`config.mk`:
```
export PLATFORM = sky130hd
export DESIGN_NAME = random_interval_trigger_clock
export DESIGN_NICKNAME = d
export VERILOG_FILES = /design/src/design/rit_pkg.sv /design/src/design/random_interval_trigger_clock.sv /design/src/design/rit_ctrl.sv /design/src/design/rit_dpath.sv
export SDC_FILE = /design/constraint.sdc
export NUM_CORES = 2
export LEC_CHECK = 0
export BUFFER_PORTS_ARGS = -buffer_cell sky130_fd_sc_hd__buf_2
export CELL_PAD_IN_SITES_DETAIL_PLACEMENT = 1
export CELL_PAD_IN_SITES_GLOBAL_PLACEMENT = 2
export CORE_MARGIN = 1
export CORE_UTILIZATION = 39
export DETAILED_ROUTE_END_ITERATION = 8
export HOLD_SLACK_MARGIN = 0.02
export PLACE_DENSITY_LB_ADDON = 0.1
export REMOVE_ABC_BUFFERS = 1
export SLEW_MARGIN = 20
export SYNTH_ARGS = -nofsm -noshare
export SYNTH_HDL_FRONTEND = slang
export SYNTH_HIERARCHICAL = 1
export SYNTH_SLANG_ARGS = --single-unit
```
`constraint.sdc`:
```
create_clock -name clk_i -period 11.35 [get_ports clk_i]
set_clock_uncertainty 0.1 [all_clocks]
set_input_delay 2.27 -clock clk_i [delete_from_list [all_inputs] [get_ports clk_i]]
set_output_delay 2.27 -clock clk_i [all_outputs]
set_load 0.02 [all_outputs]
```
`src/design/rit_pkg.sv`:
```
// Package: shared constants, register index codes and controller/datapath interface types.
package rit_pkg;

  localparam int DEFAULT_COUNT_WIDTH  = 24;
  localparam int DEFAULT_SAMPLE_WIDTH = 16;

  localparam int THR_WIDTH       = 16;
  localparam int DUTY_WIDTH      = 17;
  localparam int TRIG_WIDTH      = 24;
  localparam int LEVEL_WIDTH     = 16;
  localparam int SEED_WIDTH      = 32;
  localparam int CFG_INDEX_WIDTH = 3;
  localparam int CFG_DATA_WIDTH  = 32;

  localparam logic [31:0] LCG_MUL = 32'd1664525;
  localparam logic [31:0] LCG_ADD = 32'd1013904223;

  localparam logic [DUTY_WIDTH-1:0]  DUTY_ONE       = 17'h10000;
  localparam logic [THR_WIDTH-1:0]   THR_RESET      = 16'h0000;
  localparam logic [DUTY_WIDTH-1:0]  DUTY_RESET     = 17'h08000;
  localparam logic [TRIG_WIDTH-1:0]  TRIG_RESET     = 24'd1;
  localparam logic [LEVEL_WIDTH-1:0] LEVEL_RESET    = 16'h7fff;
  localparam logic [SEED_WIDTH-1:0]  SEED_RESET     = 32'd0;
  localparam logic [31:0]            RNG_RESET      = 32'd1;
  localparam logic [31:0]            ROUND_HALF32   = 32'h8000_0000;
  localparam logic [15:0]            ROUND_HALF16   = 16'h8000;

  typedef enum logic [CFG_INDEX_WIDTH-1:0] {
    CFG_THRESHOLD = 3'd0,
    CFG_DUTY      = 3'd1,
    CFG_TRIG_LEN  = 3'd2,
    CFG_LEVEL     = 3'd3,
    CFG_SEED      = 3'd4
  } cfg_index_e;

  typedef struct packed {
    logic accept;
    logic prep;
    logic redraw;
    logic map;
    logic apply;
    logic gate;
    logic finish;
  } rit_cmd_t;

  typedef struct packed {
    logic map_needed;
    logic redraw_needed;
  } rit_sts_t;

  function automatic logic [31:0] rng_advance(input logic [31:0] s);
    logic [31:0] s_eff;
    s_eff = (s == 32'd0) ? 32'd1 : s;
    return 32'(LCG_MUL * s_eff + LCG_ADD);
  endfunction

endpackage

```
`src/design/random_interval_trigger_clock.sv`:
```
// Top level: random-interval trigger and gate generator driven by sample ticks.
//
//   channel | handshake                  | payload
//   --------+----------------------------+-------------------------------------------
//   input   | in_valid_i / in_stall_o    | reset_level_i, min_interval_i, max_interval_i
//   output  | out_valid_o / out_stall_i  | trigger_out_o, gate_out_o
//   config  | cfg_valid_i / cfg_ready_o  | cfg_index_i, cfg_data_i
//
// Items are taken one at a time: a new item waits until the last one has finished. A draw
// or remap adds the map and apply steps, and a remap that reaches the phase forces a fresh
// draw and remap; the two multiplier steps (draw scaling, then gate length) run in series.
// Reset is asynchronous and active low; it restores configuration and generator state, not data.
// The output register holds a finished item while out_stall_i is high; the next item is
// accepted meanwhile and waits at its final step until the register frees.
// cfg_ready_o is always high; writes to unknown indexes are ignored.
module random_interval_trigger_clock
  import rit_pkg::*;
#(
  parameter int COUNT_WIDTH  = DEFAULT_COUNT_WIDTH,
  parameter int SAMPLE_WIDTH = DEFAULT_SAMPLE_WIDTH
) (
  input  logic                              clk_i,
  input  logic                              rst_ni,
  input  logic                              in_valid_i,
  output logic                              in_stall_o,
  input  logic signed [SAMPLE_WIDTH-1:0]    reset_level_i,
  input  logic        [COUNT_WIDTH-1:0]     min_interval_i,
  input  logic        [COUNT_WIDTH-1:0]     max_interval_i,
  output logic                              out_valid_o,
  input  logic                              out_stall_i,
  output logic signed [SAMPLE_WIDTH-1:0]    trigger_out_o,
  output logic signed [SAMPLE_WIDTH-1:0]    gate_out_o,
  input  logic                              cfg_valid_i,
  output logic                              cfg_ready_o,
  input  logic        [CFG_INDEX_WIDTH-1:0] cfg_index_i,
  input  logic        [CFG_DATA_WIDTH-1:0]  cfg_data_i
);

  rit_cmd_t cmd;
  rit_sts_t sts;

  assign cfg_ready_o = 1'b1;

  rit_ctrl u_ctrl (
    .clk_i       (clk_i),
    .rst_ni      (rst_ni),
    .in_valid_i  (in_valid_i),
    .in_stall_o  (in_stall_o),
    .out_valid_o (out_valid_o),
    .out_stall_i (out_stall_i),
    .sts_i       (sts),
    .cmd_o       (cmd)
  );

  rit_dpath #(
    .COUNT_WIDTH  (COUNT_WIDTH),
    .SAMPLE_WIDTH (SAMPLE_WIDTH)
  ) u_dpath (
    .clk_i          (clk_i),
    .rst_ni         (rst_ni),
    .cfg_we_i       (cfg_valid_i),
    .cfg_index_i    (cfg_index_i),
    .cfg_data_i     (cfg_data_i),
    .reset_level_i  (reset_level_i),
    .min_interval_i (min_interval_i),
    .max_interval_i (max_interval_i),
    .trigger_out_o  (trigger_out_o),
    .gate_out_o     (gate_out_o),
    .cmd_i          (cmd),
    .sts_o          (sts)
  );

endmodule

```
`src/design/rit_ctrl.sv`:
```
// Controller: sequences the per-item steps and owns the output valid flag.
module rit_ctrl
  import rit_pkg::*;
(
  input  logic     clk_i,
  input  logic     rst_ni,
  input  logic     in_valid_i,
  output logic     in_stall_o,
  output logic     out_valid_o,
  input  logic     out_stall_i,
  input  rit_sts_t sts_i,
  output rit_cmd_t cmd_o
);

  typedef enum logic [6:0] {
    S_IDLE   = 7'b0000001,
    S_PREP   = 7'b0000010,
    S_REDRAW = 7'b0000100,
    S_MAP    = 7'b0001000,
    S_ADD    = 7'b0010000,
    S_GATE   = 7'b0100000,
    S_DONE   = 7'b1000000
  } state_e;

  state_e state_q, state_d;
  logic   out_valid_q, out_valid_d;

  always_comb begin
    state_d = state_q;
    cmd_o   = '0;
    unique case (state_q)
      S_IDLE: begin
        if (in_valid_i) begin
          cmd_o.accept = 1'b1;
          state_d      = S_PREP;
        end
      end
      S_PREP: begin
        cmd_o.prep = 1'b1;
        state_d    = sts_i.map_needed ? S_MAP : S_GATE;
      end
      S_REDRAW: begin
        cmd_o.redraw = 1'b1;
        state_d      = S_MAP;
      end
      S_MAP: begin
        cmd_o.map = 1'b1;
        state_d   = S_ADD;
      end
      S_ADD: begin
        cmd_o.apply = 1'b1;
        state_d     = sts_i.redraw_needed ? S_REDRAW : S_GATE;
      end
      S_GATE: begin
        cmd_o.gate = 1'b1;
        state_d    = S_DONE;
      end
      S_DONE: begin
        if (!out_valid_q || !out_stall_i) begin
          cmd_o.finish = 1'b1;
          state_d      = S_IDLE;
        end
      end
      default: state_d = S_IDLE;
    endcase
  end

  always_comb begin
    priority if (cmd_o.finish) begin
      out_valid_d = 1'b1;
    end else if (!out_stall_i) begin
      out_valid_d = 1'b0;
    end else begin
      out_valid_d = out_valid_q;
    end
  end

  always_ff @(posedge clk_i or negedge rst_ni) begin
    if (!rst_ni) begin
      state_q     <= S_IDLE;
      out_valid_q <= 1'b0;
    end else begin
      state_q     <= state_d;
      out_valid_q <= out_valid_d;
    end
  end

  assign in_stall_o  = (state_q != S_IDLE);
  assign out_valid_o = out_valid_q;

endmodule

```
`src/design/rit_dpath.sv`:
```
// Datapath: configuration registers, generator, interval mapping, counters and output register.
module rit_dpath
  import rit_pkg::*;
#(
  parameter int COUNT_WIDTH  = DEFAULT_COUNT_WIDTH,
  parameter int SAMPLE_WIDTH = DEFAULT_SAMPLE_WIDTH
) (
  input  logic                             clk_i,
  input  logic                             rst_ni,
  input  logic                             cfg_we_i,
  input  logic        [CFG_INDEX_WIDTH-1:0] cfg_index_i,
  input  logic        [CFG_DATA_WIDTH-1:0]  cfg_data_i,
  input  logic signed [SAMPLE_WIDTH-1:0]    reset_level_i,
  input  logic        [COUNT_WIDTH-1:0]     min_interval_i,
  input  logic        [COUNT_WIDTH-1:0]     max_interval_i,
  output logic signed [SAMPLE_WIDTH-1:0]    trigger_out_o,
  output logic signed [SAMPLE_WIDTH-1:0]    gate_out_o,
  input  rit_cmd_t                          cmd_i,
  output rit_sts_t                          sts_o
);

  localparam int CW    = COUNT_WIDTH;
  localparam int PW    = COUNT_WIDTH + 32;
  localparam int GW    = COUNT_WIDTH + DUTY_WIDTH;
  localparam int CMP_W = (SAMPLE_WIDTH > THR_WIDTH) ? SAMPLE_WIDTH : THR_WIDTH;

  logic signed [THR_WIDTH-1:0]   thr_q;
  logic        [DUTY_WIDTH-1:0]  duty_q;
  logic        [TRIG_WIDTH-1:0]  trig_len_q;
  logic signed [LEVEL_WIDTH-1:0] level_q;
  logic        [SEED_WIDTH-1:0]  seed_q;

  logic signed [SAMPLE_WIDTH-1:0] rst_lvl_q;
  logic        [CW-1:0]           a_q, b_q;

  logic        [31:0]             rng_q, last_draw_q, applied_seed_q;
  logic        [CW-1:0]           ilen_q, prev_min_q, prev_max_q;
  logic        [CW:0]             phase_q;
  logic        [TRIG_WIDTH-1:0]   trig_rem_q;
  logic signed [SAMPLE_WIDTH-1:0] prev_rst_q;
  logic                           is_draw_q;

  logic        [PW-1:0]           span_prod_q;
  logic        [GW-1:0]           gate_prod_q;
  logic signed [SAMPLE_WIDTH-1:0] trigger_out_q, gate_out_q;

  logic                           seed_chg, rise_det, changed, do_draw, do_remap;
  logic        [31:0]             rng_eff, seed_eff, rng_new;
  logic        [CW-1:0]           ilen_eff, lo, hi, diff, span, new_len;
  logic        [CW:0]             phase_eff, gate_len;
  logic        [PW-1:0]           span_rnd;
  logic        [GW-1:0]           gate_rnd;
  logic        [DUTY_WIDTH-1:0]   duty_sat;
  logic signed [CMP_W-1:0]        rst_x, prev_x, thr_x;
  logic signed [SAMPLE_WIDTH-1:0] level_x;
  logic        [TRIG_WIDTH-1:0]   trig_load;

  always_ff @(posedge clk_i or negedge rst_ni) begin
    if (!rst_ni) begin
      thr_q      <= THR_RESET;
      duty_q     <= DUTY_RESET;
      trig_len_q <= TRIG_RESET;
      level_q    <= LEVEL_RESET;
      seed_q     <= SEED_RESET;
    end else if (cfg_we_i) begin
      unique case (cfg_index_i)
        CFG_THRESHOLD: thr_q      <= cfg_data_i[THR_WIDTH-1:0];
        CFG_DUTY:      duty_q     <= cfg_data_i[DUTY_WIDTH-1:0];
        CFG_TRIG_LEN:  trig_len_q <= cfg_data_i[TRIG_WIDTH-1:0];
        CFG_LEVEL:     level_q    <= cfg_data_i[LEVEL_WIDTH-1:0];
        CFG_SEED:      seed_q     <= cfg_data_i[SEED_WIDTH-1:0];
        default: ;
      endcase
    end
  end

  assign lo   = (a_q < b_q) ? a_q : b_q;
  assign hi   = (a_q < b_q) ? b_q : a_q;
  assign diff = hi - lo;

  assign seed_chg  = (seed_q != applied_seed_q);
  assign seed_eff  = (seed_q == '0) ? RNG_RESET : seed_q;
  assign rng_eff   = seed_chg ? seed_eff : rng_q;
  assign ilen_eff  = seed_chg ? '0 : ilen_q;
  assign phase_eff = seed_chg ? '0 : phase_q;

  assign rst_x    = CMP_W'(rst_lvl_q);
  assign prev_x   = CMP_W'(prev_rst_q);
  assign thr_x    = CMP_W'(thr_q);
  assign rise_det = (prev_x <= thr_x) && (rst_x > thr_x);
  assign changed  = (prev_min_q != a_q) || (prev_max_q != b_q);
  assign do_draw  = rise_det || (ilen_eff == '0) ||
                    (!changed && (phase_eff >= {1'b0, ilen_eff}));
  assign do_remap = !do_draw && changed;

  assign rng_new = rng_advance(cmd_i.prep ? rng_eff : rng_q);

  assign span_rnd = span_prod_q + PW'(ROUND_HALF32);
  assign span     = span_rnd[PW-1:32];
  assign new_len  = ((lo + span) == '0) ? CW'(1) : (lo + span);

  assign duty_sat = (duty_q > DUTY_ONE) ? DUTY_ONE : duty_q;
  assign gate_rnd = gate_prod_q + GW'(ROUND_HALF16);
  assign gate_len = gate_rnd[GW-1:16];

  assign level_x   = SAMPLE_WIDTH'(level_q);
  assign trig_load = (trig_len_q == '0) ? TRIG_WIDTH'(1) : trig_len_q;

  assign sts_o.map_needed    = do_draw || do_remap;
  assign sts_o.redraw_needed = !is_draw_q && (phase_q >= {1'b0, new_len});

  always_ff @(posedge clk_i or negedge rst_ni) begin
    if (!rst_ni) begin
      rng_q          <= RNG_RESET;
      last_draw_q    <= '0;
      ilen_q         <= '0;
      phase_q        <= '0;
      trig_rem_q     <= '0;
      prev_rst_q     <= '0;
      prev_min_q     <= '0;
      prev_max_q     <= '0;
      applied_seed_q <= '0;
      is_draw_q      <= 1'b0;
    end else begin
      if (cmd_i.prep) begin
        prev_min_q <= a_q;
        prev_max_q <= b_q;
        if (seed_chg) begin
          applied_seed_q <= seed_q;
          ilen_q         <= '0;
          phase_q        <= '0;
          trig_rem_q     <= '0;
        end
        is_draw_q <= do_draw;
        if (do_draw) begin
          rng_q       <= rng_new;
          last_draw_q <= rng_new;
        end
      end
      if (cmd_i.redraw) begin
        rng_q       <= rng_new;
        last_draw_q <= rng_new;
        is_draw_q   <= 1'b1;
      end
      if (cmd_i.apply) begin
        ilen_q <= new_len;
        if (is_draw_q) begin
          phase_q    <= '0;
          trig_rem_q <= trig_load;
        end
      end
      if (cmd_i.finish) begin
        if (trig_rem_q != '0) begin
          trig_rem_q <= trig_rem_q - TRIG_WIDTH'(1);
        end
        if (phase_q != '1) begin
          phase_q <= phase_q + (CW + 1)'(1);
        end
        prev_rst_q <= rst_lvl_q;
      end
    end
  end

  always_ff @(posedge clk_i) begin
    if (cmd_i.accept) begin
      rst_lvl_q <= reset_level_i;
      a_q       <= min_interval_i;
      b_q       <= max_interval_i;
    end
    if (cmd_i.map) begin
      span_prod_q <= PW'(diff) * PW'(last_draw_q);
    end
    if (cmd_i.gate) begin
      gate_prod_q <= GW'(ilen_q) * GW'(duty_sat);
    end
    if (cmd_i.finish) begin
      trigger_out_q <= (trig_rem_q != '0) ? level_x : '0;
      gate_out_q    <= (phase_q < gate_len) ? level_x : '0;
    end
  end

  assign trigger_out_o = trigger_out_q;
  assign gate_out_o    = gate_out_q;

endmodule

```
Word-level counts from Yosys, hierarchy flattened
Cells that the tools add are included.
{"block": "word_totals", "register_bits": 540, "in_bits": 104, "out_inout_bits": 35, "elab_cells": 137}
{"block": "op_classes", "add_sub_neg": 7, "multipliers": 3, "magnitude_cmp": 7, "eq_ne": 19, "muxes": 45, "reduce_logical": 32}
{"op": "$mux W24", "n": 13}
{"op": "$mux W32", "n": 7}
{"op": "$mux W25", "n": 6}
{"op": "$logic_not A24 Y1", "n": 3}
{"op": "$logic_not A32 Y1", "n": 2}
{"op": "$add A56 B32 Y56 const B", "n": 1}
{"op": "$mul A24 B32 Y56", "n": 1}
{"op": "$ge A25 B24 Y1", "n": 2}
{"op": "$pmux W7 S7", "n": 1}
{"op": "$ne A24 B24 Y1", "n": 2}
{"op": "$add A41 B16 Y41 const B", "n": 1}
{"op": "$mul A24 B17 Y41", "n": 1}
{"op": "$add A32 B30 Y32 const B", "n": 1}
{"op": "$mul A21 B32 Y32 const A", "n": 1}
{"op": "$ne A32 B32 Y1", "n": 1}
{"op": "$add A25 B1 Y25 const B", "n": 1}
{"op": "$lt A25 B25 Y1", "n": 1}
{"op": "$ne A25 B25 Y1 const B", "n": 1}
{"op": "$add A24 B24 Y24", "n": 1}
{"op": "$lt A24 B24 Y1", "n": 1}
{"op": "$reduce_bool A24 Y1", "n": 1}
{"op": "$sub A24 B1 Y24 const B", "n": 1}
{"op": "$sub A24 B24 Y24", "n": 1}
{"op": "$gt A17 B17 Y1 const B", "n": 1}
{"op": "25 further kinds", "n": 61}

Depth between registers and ports, before layout
{"block": "depth", "word_depth": 11, "depth_mapped": 46, "ltp_nobuf": 42}

By module
Netlist, hierarchy kept.
{"mod": "rit_dpath", "instances": 1, "cells_each": 7224, "area_each_um2": 68211.7, "seq_area_each_um2": 12144.1}
{"mod": "rit_ctrl", "instances": 1, "cells_each": 54, "area_each_um2": 493.0, "seq_area_each_um2": 201.4}
{"mod": "random_interval_trigger_clock", "instances": 1, "cells_each": 2, "area_each_um2": 11.3, "seq_area_each_um2": 0.0}

Least setup slack after synthesis
No wires, ideal clock.
{"block": "synth_path", "kind": "flip-flop to flip-flop", "from": "register u_dpath.a_q[13]", "to": "register u_dpath.span_prod_q[55], data pin", "setup_ps": 260, "arrival_ps": 10288, "t_required_ps": 10990, "path_slack_ps": 702, "path_stages_with_launch": 43, "path_buffers": 3, "period_less_slack_ps": 10648, "path_cell_list": "edfxtp_1 > ha_1 > a211o_1 > a21oi_4 > nand4b_4 > o32ai_4 > nand2_2 > buf_2 > buf_2 > a211oi_1 > ha_1 > a31o_2 > nand3_1 > a21boi_1 > o31ai_4 > o221ai_1 > a31oi_1 > xnor2_1 > [... 7 more ...] > fa_1 > fa_1 > inv_1 > fa_1 > inv_1 > ha_1 > nand4_1 > nor3_1 > o221ai_1 > a2111oi_0 > o2111ai_1 > a31oi_1 > o2111ai_1 > a31oi_1 > a21oi_1 > o2111ai_1 > a21oi_1 > xnor2_1"}
{"block": "synth_between", "elab_chain_len": 4, "word_cells_on_any_way": 5, "classes_between": "1 x add/sub; 1 x mul; 1 x order compare; 2 x mux"}
{"item": "from (decl)", "line_no": "rit_dpath.sv:34", "rtl": "logic [CW-1:0] a_q, b_q;"}
{"item": "from (signal assigned)", "line_no": "rit_dpath.sv:167", "rtl": "a_q <= min_interval_i;"}
{"item": "$lt A24 B24 Y1", "line_no": "rit_dpath.sv:77, rit_dpath.sv:78"}
{"item": "$mux W24, on equally long branches", "line_no": "rit_dpath.sv:78, rit_dpath.sv:77"}
{"item": "$sub A24 B24 Y24 (*)", "line_no": "rit_dpath.sv:79", "rtl": "assign diff = hi - lo;"}
{"item": "$mul A24 B32 Y56 (*)", "line_no": "rit_dpath.sv:171", "rtl": "span_prod_q <= PW'(diff) * PW'(last_draw_q);"}
{"item": "to (signal assigned)", "line_no": "rit_dpath.sv:171"}
{"item": "to (decl)", "line_no": "rit_dpath.sv:43", "rtl": "logic [PW-1:0] span_prod_q;"}
Mark *: on every way between the ends. The rest lies on a longest branch, timed or not.
A chain may end at the register's enable or synchronous reset.

Final worst setup path
{"block": "layout_path", "from": "register u_dpath.b_q[1]", "to": "register u_dpath.span_prod_q[50], data pin"}
{"block": "layout_between", "elab_chain_len": 4, "word_cells_on_any_way": 5, "classes_between": "1 x add/sub; 1 x mul; 1 x order compare; 2 x mux"}
{"item": "from (decl)", "line_no": "rit_dpath.sv:34"}
{"item": "from (signal assigned)", "line_no": "rit_dpath.sv:168", "rtl": "b_q <= max_interval_i;"}
{"item": "$lt A24 B24 Y1", "line_no": "rit_dpath.sv:77, rit_dpath.sv:78"}
{"item": "$mux W24, on equally long branches", "line_no": "rit_dpath.sv:78, rit_dpath.sv:77"}
{"item": "$sub A24 B24 Y24 (*)", "line_no": "rit_dpath.sv:79"}
{"item": "$mul A24 B32 Y56 (*)", "line_no": "rit_dpath.sv:171"}
Marks and branches as above.

==> flow_summary.json <==
{
  "status": "completed",
  "antenna_found_initial": 8,
  "drt_wl_total_mm": 222,
  "fin_hold_ws_ps": 396,
  "yosys_warnings": 6,
  "cts.path.max_buffers": 3,
  "syn_avg_cell_area_um2": 9.44,
  "htree_num_levels": 2,
  "worst_slack_ps": 262,
  "vias": 50400,
  "tightestPinTransition_ps": 1120,
  "grt_pass1_vias": 56500,
  "clock-root-buffer": "clkbuf_16",
  "fin_area_mm2": 0.0758,
  "fmax_mhz": 90.2,
  "dpl_worst_slack_ps": -361,
  "die_y_um": 422,
  "synth_cells": 7280,
  "maxCapViolations": 0,
  "hp-class": "flip-flop to flip-flop",
  "slew_headroom": 0.254,
  "place_hpwl_mm": 176,
  "cts_sinks": 463,
  "synth-seq-area-share": 0.180,
  "cp-end-kind": "flip-flop",
  "ys_ff_latch": 463,
  "grt-ovfl-total": 0,
  "crit_type": "flip-flop to flip-flop",
  "routabilityCongestion": 0.866,
  "io_pins": 139,
  "num-fill-cells": 19900,
  "grt_max_degree": 129,
  "setup_violations": 0,
  "portBuffers": 137,
  "critPathMaxStageDelay_ps": 630,
  "viasPerCell": 5.16,
  "hold_depth": 2,
  "rr_startpoint": "u_dpath/b_q[1]",
  "final_max_slew_viol_count": 0,
  "hold_violations": 0,
  "ant_nets": 0,
  "rows": 153,
  "firstDrtPassIters": 5,
  "start_util": 0.394,
  "critical_path.max_fanout": 6,
  "slowest_stage": "fa_1",
  "synth-edff-count": 147,
  "place_area_mm2": 0.0732,
  "ff2ff_setup_slack_ps": 260,
  "die_w_um": 422,
  "crit_arrival_ps": 11360,
  "syn2layout_area_growth_pct": 10.2,
  "r2r-end": "u_dpath/span_prod_q[50]",
  "drive_above_1_share": 0.110,
  "fin_crit_ps": 11090,
  "ys.flop_type": "dfrtp_1",
  "hold-path-endpoint": "u_dpath/applied_seed_q[8]",
  "tns_ps": 0,
  "cts_made_buffers": 58,
  "core_area_mm2": 0.174,
  "dieArea_mm2": 0.178,
  "period_share": 0.977,
  "syn_area_mm2": 0.0687,
  "grt_pass1_wl_mm": 348,
  "hp-start": "u_dpath/applied_seed_q[8]",
  "path_clk_slew_ps": 60,
  "cts_tree": "yes",
  "wire_per_inst_um": 22.7,
  "drc_errors": 0,
  "drtIter0Drc": 2499,
  "clkLatencyLatePin_ps": 700,
  "reg2reg_depth": 44,
  "ys_types": 94,
  "crit_path_start_kind": "flip-flop",
  "async_reset_ff_frac": 0.683,
  "nets": 9224,
  "grt_use_total": 0.254,
  "worst_path_most_repeated_cell": "fa_1",
  "cp.required_ps": 11630
}
-- through the flow --
step | utilization | std cells
5_1_grt | 0.434 | 9765
3_3_place_gp | 0.419 | 9623
2_1_floorplan | - | 6936
4_1_cts | 0.432 | 9747
3_5_place_dp | 0.419 | 9623
6_report | 0.434 | 9766
-- critical path, delay by kind of cell, from the launching register on --
kind / cells / cell delay (ps)
xor gates and xnor gates: 2 / 420
adders and majority gates: 10 / 4370
DFF: 1 / 400
AOI/OAI and AO/OA: 15 / 3070
and+or+nand+nor: 8 / 1300
buffers and inverters: 9 / 1140
-- cells in the mapped netlist (all sizes together), types with 39 or more instances --
library cell,count,share of area
a21o,77,0.0084
a21oi,134,0.010
and2,319,0.029
buf,49,0.0040
clkbuf,295,0.016
dfrtp,297,0.11
edfxtp,147,0.064
fa,1124,0.33
ha,606,0.11
inv,1410,0.077
mux2,214,0.035
mux2i,39,0.0057
nand2,1229,0.067
nand2b,89,0.0081
nand3,104,0.0076
nand4,55,0.0050
nor2,116,0.0064
nor2b,69,0.0063
nor3,42,0.0031
nor4,66,0.0062
o21ai,137,0.010
xnor2,113,0.014
xor2,147,0.019
-- how the worst max path moves through the flow --
| stage | start | endpoint | cells after the start |
|---|---|---|---|
| floorplan | u_dpath/a_q[19] | u_dpath/span_prod_q[55] | 38 |
| global placement | u_dpath/b_q[13] | u_dpath/span_prod_q[55] | 41 |
| detailed placement | u_dpath/b_q[13] | u_dpath/span_prod_q[55] | 41 |
| CTS | u_dpath/b_q[19] | u_dpath/span_prod_q[55] | 41 |
| global route | u_dpath/b_q[1] | u_dpath/span_prod_q[50] | 44 |
| finish | u_dpath/b_q[1] | u_dpath/span_prod_q[50] | 44 |
-- layout make-up --
type | instances | area (um^2) | share of cell area
repair buffers | 394 | 2900 | 0.0382
inverters | 1411 | 5300 | 0.0699
diodes | 1 | 2.50 | 0.0000330
multi-input cells | 5062 | 50300 | 0.664
clock buffers | 73 | 1590 | 0.0210
well taps | 2325 | 2910 | 0.0384
clock inverters | 37 | 447 | 0.00590
flip-flops and latches | 463 | 12300 | 0.163
-- sequential cells by signal, summed over array words and instances (netlist names), 17 cells and up --
name / cells
u_dpath/prev_max_q: 24
u_dpath/rng_q: 32
u_dpath/ilen_q: 24
u_dpath/phase_q: 25
u_dpath/seed_q: 32
u_dpath/duty_q: 17
u_dpath/b_q: 24
u_dpath/prev_min_q: 24
u_dpath/trig_rem_q: 24
u_dpath/a_q: 24
u_dpath/trig_len_q: 24
u_dpath/applied_seed_q: 32
u_dpath/span_prod_q: 25
u_dpath/gate_prod_q: 26
-- cell families (layout without fill, tap and decap cells) --
group | Yosys count | in the layout | share of synthesized area
adder cells (fa/ha/maj) | 1730 | 1730 | 0.438
buffers and inverters | 1755 | 1915 | 0.0972
AND/OR/NAND/NOR | 2217 | 2217 | 0.153
other | 1 | 2 | 0.0000546
multiplexers | 253 | 253 | 0.0408
AO/OA/AOI/OAI | 601 | 601 | 0.0583
XOR/XNOR | 260 | 260 | 0.0331
flip-flops | 463 | 463 | 0.180
-- metal layers --
| metal | vias up | global-route usage | routed length (um) |
|---|---|---|---|
| met1 | 26600 | 0.351 | 103000 |
| met4 | 2 | 0.0487 | 4280 |
| met2 | 651 | 0.440 | 110000 |
| li1 | 22800 | - | - |
| met5 | - | 0 | 11 |
| met3 | 233 | 0.0154 | 5230 |
-- layout by cell type (no fill, tap or decap), drive strengths merged, types with 11 or more instances in the layout --
cell type	netlist	final
o22ai	20	20
clkbuf	295	75
nor2b	69	69
a21oi	134	134
mux2	214	214
a211oi	17	17
o211ai	32	32
and2	319	319
a31oi	24	24
xor2	147	147
dfrtp	297	297
a21boi	13	13
edfxtp	147	147
clkinv	1	20
o21bai	14	14
buf	49	392
fa	1124	1124
o21ai	137	137
o21a	31	31
xnor2	113	113
nand3b	17	17
nand4	55	55
nor2	116	116
and3	30	30
o31ai	13	13
nor3	42	42
nand2b	89	89
nor4	66	66
a21o	77	77
and4	11	11
mux2i	39	39
dfstp	19	19
ha	606	606
inv	1410	1417
and3b	22	22
or3	16	16
nand2	1229	1229
nand3	104	104
o311ai	19	19
-- repair_timing --
item | 4_1_cts | 5_1_grt
endpoints found under the hold margin | 0 | 0
cloned | 0 | 2
setup buffers | 14 | 16
pin swaps | 8 | 14
endpoints found under the setup margin | 10 | 15
hold buffers | 0 | 0
gates resized for setup | 7 | 37
Power is left out: the tool's default activity adds up to more than one toggle a clock period on the data nets, which glitch-free logic cannot reach.
